$ cat config.mk
export PLATFORM = sky130hd
export DESIGN_NAME = ifcg_div
export DESIGN_NICKNAME = d
export VERILOG_FILES = /design/src/sv/ifcg_div.sv
export SDC_FILE = /design/constraint.sdc
export NUM_CORES = 2
export LEC_CHECK = 0
export BUFFER_PORTS_ARGS = -buffer_cell sky130_fd_sc_hd__clkbuf_2
export CAP_MARGIN = 20
export CORE_MARGIN = 2
export CORE_UTILIZATION = 57
export DETAILED_ROUTE_END_ITERATION = 8
export PLACE_DENSITY = 0.76
export SKIP_LAST_GASP = 1
export SYNTH_ARGS = -nofsm -noshare
export SYNTH_HDL_FRONTEND = slang
export SYNTH_SLANG_ARGS = --single-unit
$ cat constraint.sdc
create_clock -name aclk -period 2.83 [get_ports aclk]
set_input_delay 0.283 -clock aclk [delete_from_list [all_inputs] [get_ports aclk]]
set_output_delay 0.283 -clock aclk [all_outputs]
set_load 0.01 [all_outputs]
$ cat src/sv/ifcg_div.sv
// Pipelined restoring divider, one quotient bit per stage, with a side bus.
// Depends on nothing; instanced by image_fit_crop_geometry.
`default_nettype none

module ifcg_div #(
    parameter int NUM_W  = 30,
    parameter int DEN_W  = 13,
    parameter int SIDE_W = 1
) (
    input  wire logic              aclk,
    input  wire logic              aresetn,
    input  wire logic              en,
    input  wire logic              in_valid,
    input  wire logic [NUM_W-1:0]  num,
    input  wire logic [DEN_W-1:0]  den,
    input  wire logic [SIDE_W-1:0] side_in,
    output logic                   out_valid,
    output logic [NUM_W-1:0]       quo,
    output logic [SIDE_W-1:0]      side_out
);

    logic [NUM_W-1:0]  valid_reg;
    logic [NUM_W-1:0]  num_reg  [NUM_W];
    logic [DEN_W-1:0]  den_reg  [NUM_W];
    logic [DEN_W-1:0]  rem_reg  [NUM_W];
    logic [NUM_W-1:0]  quo_reg  [NUM_W];
    logic [SIDE_W-1:0] side_reg [NUM_W];

    logic [NUM_W-1:0]  num_src  [NUM_W];
    logic [DEN_W-1:0]  den_src  [NUM_W];
    logic [DEN_W-1:0]  rem_src  [NUM_W];
    logic [NUM_W-1:0]  quo_src  [NUM_W];
    logic [SIDE_W-1:0] side_src [NUM_W];
    logic [DEN_W:0]    trial    [NUM_W];
    logic [DEN_W:0]    diff     [NUM_W];
    logic [NUM_W-1:0]  fit;
    logic [DEN_W-1:0]  rem_next [NUM_W];
    logic [NUM_W-1:0]  quo_next [NUM_W];

    for (genvar k = 0; k < NUM_W; k++) begin : g_stage
        if (k == 0) begin : g_first
            assign num_src[k]  = num;
            assign den_src[k]  = den;
            assign rem_src[k]  = '0;
            assign quo_src[k]  = '0;
            assign side_src[k] = side_in;
        end else begin : g_next
            assign num_src[k]  = num_reg[k-1];
            assign den_src[k]  = den_reg[k-1];
            assign rem_src[k]  = rem_reg[k-1];
            assign quo_src[k]  = quo_reg[k-1];
            assign side_src[k] = side_reg[k-1];
        end
        assign trial[k]    = {rem_src[k], num_src[k][NUM_W-1-k]};
        assign diff[k]     = trial[k] - {1'b0, den_src[k]};
        assign fit[k]      = trial[k] >= {1'b0, den_src[k]};
        assign rem_next[k] = fit[k] ? diff[k][DEN_W-1:0] : trial[k][DEN_W-1:0];
        assign quo_next[k] = {quo_src[k][NUM_W-2:0], fit[k]};
    end

    always_ff @(posedge aclk) begin
        if (!aresetn) begin
            valid_reg <= '0;
        end else if (en) begin
            valid_reg <= {valid_reg[NUM_W-2:0], in_valid};
        end
    end

    always_ff @(posedge aclk) begin
        if (en) begin
            for (int k = 0; k < NUM_W; k++) begin
                num_reg[k]  <= num_src[k];
                den_reg[k]  <= den_src[k];
                rem_reg[k]  <= rem_next[k];
                quo_reg[k]  <= quo_next[k];
                side_reg[k] <= side_src[k];
            end
        end
    end

    assign out_valid = valid_reg[NUM_W-1];
    assign quo       = quo_reg[NUM_W-1];
    assign side_out  = side_reg[NUM_W-1];

endmodule

`default_nettype wire

Word-level counts from Yosys, hierarchy flattened:

Memory sizes are Yosys's and may differ from the RTL's.
Index checks and enable logic that the tools add are counted.

* $add $sub $neg: 30
* $lt $le $gt $ge: 30
* muxes and demuxes: 32

Operator list (count)
* 14-bit by 13-bit >= comparator with 1-bit output: 29
* 13-bit two-way mux: 30
* 13-bit subtractor: 29
* 1-bit by 13-bit >= comparator with 1-bit output: 1
* 1-bit by 13-bit subtractor with 13-bit output: 1
* 1-bit two-way mux: 2

* memory bits (writable): 2610
* memories: 5
* bits in registers: 30

Memory list
* num_reg: depth 30, width 30, rd ports 29, clocked after Yosys merged registers in 0, write ports 30, RTL line 23 `logic [NUM_W-1:0] num_reg [NUM_W];`
* quo_reg: depth 30, width 30, rd ports 30, clocked after Yosys merged registers in 0, write ports 30, RTL line 26 `logic [NUM_W-1:0] quo_reg [NUM_W];`
* den_reg: depth 30, width 13, rd ports 29, clocked after Yosys merged registers in 0, write ports 30, RTL line 24 `logic [DEN_W-1:0] den_reg [NUM_W];`
* rem_reg: depth 30, width 13, rd ports 29, clocked after Yosys merged registers in 0, write ports 30, RTL line 25 `logic [DEN_W-1:0] rem_reg [NUM_W];`
* side_reg: depth 30, width 1, rd ports 30, clocked after Yosys merged registers in 0, write ports 30, RTL line 27 `logic [SIDE_W-1:0] side_reg [NUM_W];`

Longest topological paths before layout:

An unclocked memory read counts as a cell.

* depth after elaboration: 3
* gate-level depth with buffers: 13
* depth with buffers taken out: 11

Worst setup path after synthesis:

No wires, ideal clock.

* path type: register to register
* start point: mem num_reg[16][12], in the netlist num_reg[1][12]
* end point: mem rem_reg[17][4], in the netlist rem_reg[1][17] (data pin)
* stages on the path, launching flop included: 13
* buffers on the path: 1
* setup time: 260 ps
* setup slack: -219 ps
* data arrival time: 2788 ps
* path through: edfxtp_1 > inv_1 > ha_1 > inv_1 > fa_1 > a21o_1 > a21oi_2 > o211ai_4 > a221oi_4 > nand2_2 > a311o_4 > buf_12 > mux2_4

RTL lines (RTL line)
* from (decl): 23
* to (decl): 25

==> impl_metrics.ini <==
[setup_path]
crit_fanout = 7
cp.required_ns = 3.33
crit_arrival_ns = 3.37
start_kind = register
worstSetupPathType = reg -> reg
crit_path_end_kind = register

[floorplan]
die_h_um = 364.3
io_pins = 80
dieArea_um2 = 132700
initial_core_util_pct = 57.29
die_w_um = 364.3
rows = 132
core_um2 = 129200

[synthesis]
seq_area_frac_synth_pct = 69.16
avgSynthCellArea_um2 = 14.96
synth_edf_count = 1684
synth_area_leaders = edfxtp_1 (68%), ha_1 (6.4%), mux2_2 (2.8%), inv_1 (2.4%), a21oi_1 (1.6%)
synthArstFlopShare_pct = 0
ys_types = 77
synth_flop_cell = edfxtp_1
ys_seq_elements = 1714
synth_cells = 4946
synth_common_cells = edfxtp_1 (1684), inv_1 (482), ha_1 (379)
synth_top_cell_by_area = edfxtp_1
synth_top_area_share_pct = 68.35
syn-num-nets = 5401
yosysMostFrequentCell = edfxtp_1
yosysWarningCount = 0
synth_area_um2 = 73990

[timing]
fin_ws_ns = -0.04028
fin_crit_ns = 2.870
slew_headroom_pct = 41.35
setup_viol_count_final = 13
hold_violations = 0
fin_crit_sh_pct = 101.4
fin_skew_ns = 0.04711
worstMarginPinSlew_ns = 0.8797
maxSlewViolCount = 0
clock.fmax_mhz = 348.4
rsz0062_at_grt = true

[placed_design]
place_area_um2 = 77960
place.gp.congestion = 0.8627
port_buffers = 79
dp_slack_ns = -0.06714
dp_hpwl_um = 85120

[global_route]
grt_max_degree = 142
grt_pass1_wl_um = 205000
grt_usage_pct = 19.31
antenna_found_initial = 0
grt_pass1_vias = 40290
gr-total-overflow = 0

[drt]
vias = 39860
vias_per_cell = 5.445
wl_per_cell_um = 17.55
routed_wl_um = 128500
drt_pass1_iterations = 5
drtIter0Drc = 2742
route.detailed.drc = 0
drtAntennaViolNets = 0

[finish]
drive_gt1_share_pct = 17.11
design_area_um2 = 85430
syn_to_final_growth_pct = 15.47
nNetsFinal = 5896
utilization_pct = 66.15
num-fill-cells = 9089
largest_register_ffs = 465

[worst_hold_path]
worstHoldPathType = in -> reg

[pwr]
ir_drop_mv = 0.6965
seq_power_share_pct = 40.9
p_switching_uw = 27180
comb_power_share_pct = 33.2
power-per-cell-area_nw_per_um2 = 1044
switching_share_pct = 30.47
pwr-share-clk_pct = 26.0
internal_power_uw = 62020
leakagePower_uw = 0.03333

[clock_tree]
cts_buffers = 175
clk_latency_ns = 0.79
clk_pin_slew_ns = 0.06
cts_tree = built
cts-root-buf = clkbuf_16
clock_path_buffers = 3
numClockSinks = 1714
cts_max_level = 4

[job]
drv_cap = 0

[status]
status = finished, violations left
failed_checks = negative setup slack
layout make-up:
cell class	count	area [um2]	share of cell area, %
antenna	1	2.502	0.002929
clock buffer	207	4538	5.312
sequential	1714	51170	59.89
multi-input combinational	2688	21300	24.93
clock inverter	106	1295	1.516
tap	1742	2180	2.551
timing repair buffer	379	3138	3.673
inverter	483	1813	2.122
routing by layer:
layer,wire [um],track usage (%)
met1,54550,24.08
met4,3813,6.684
met5,0,0
met3,4231,2.922
met2,65900,34.32
kinds of logic (layout without fill, tap and decap cells):
logic type	after synthesis	after routing	synth area share, %
fa+ha+maj	407	407	7.167
other cells	0	1	0
xor+xnor	233	233	2.758
simple gates	856	857	5.763
compound gates	899	902	7.955
mux	289	289	4.328
flops	1714	1714	69.16
buf+inv	548	1175	2.870
worst max-delay path, stage by stage, from the launching register on:
cell and delay [ns]:
edfxtp_1 0.37, inv_2 0.10, ha_4 0.15, inv_2 0.03
fa_2 0.33, a21o_1 0.19, a21oi_4 0.17, o211ai_4 0.10
a221oi_4 0.31, nand2_2 0.09, a311o_4 0.40, mux2_4 0.32
path summary, 6_finish.rpt:
| check | endpoint | from | depth (start not counted) | slack [ns] |
|---|---|---|---|---|
| max | rem_reg[1][48] | num_reg[1][70] | 11 | -0.04 |
| min | num_reg[0][5] | num[5] | 2 | 0.22 |
| max reg2reg | rem_reg[1][48] | num_reg[1][70] | 11 | -0.04 |
| min reg2reg | quo_reg[1][414] | quo_reg[1][383] | 0 | 0.41 |
cells in the final DEF (no fill, tap or decap), drive strengths merged, types with 75 or more instances in the layout:
cell type	n
o21ai	223
mux2i	90
a21o	119
edfxtp	1684
nand2	206
nor2	202
clkbuf	287
inv	493
ha	379
xor2	101
a21oi	233
o21a	75
buf	252
mux2	199
nor2b	82
xnor2	132
stage by stage:
| stage | total power, uW | TNS [ns] | std cells | hold WS (ns) |
|---|---|---|---|---|
| final | 89200 | -0.1187 | 7320 | 0.2158 |
| after CTS | 88540 | -0.3386 | 7267 | 0.1499 |
| after global placement | 63780 | -0.8047 | 6882 | 0.4003 |
| after detailed placement | 64520 | -3.348 | 6882 | 0.4045 |
| after floorplan | 56760 | -0.4964 | 4946 | 0.3819 |
| after global routing | 94390 | -8.898 | 7319 | 0.1768 |
power groups by stage:
stage	logic [uW]	registers, uW	clock network (uW)
global placement	26900	36900	0
floorplan	21200	35600	0
CTS	28300	36500	23800
global route	32900	36800	24800
detailed placement	27600	36900	0
finish	29600	36400	23200
what timing repair did:
item / 4_1_cts / 5_1_grt
gates resized for setup: 31 / 143
setup endpoints to repair: 125 / 285
endpoints found under the hold margin: 61 / 0
hold buffers: 47 / 0
buffers inserted: 21 / 42
gates cloned: 4 / 11
pin swaps: 11 / 60
Note: power is estimated with default switching activity, not from simulation.
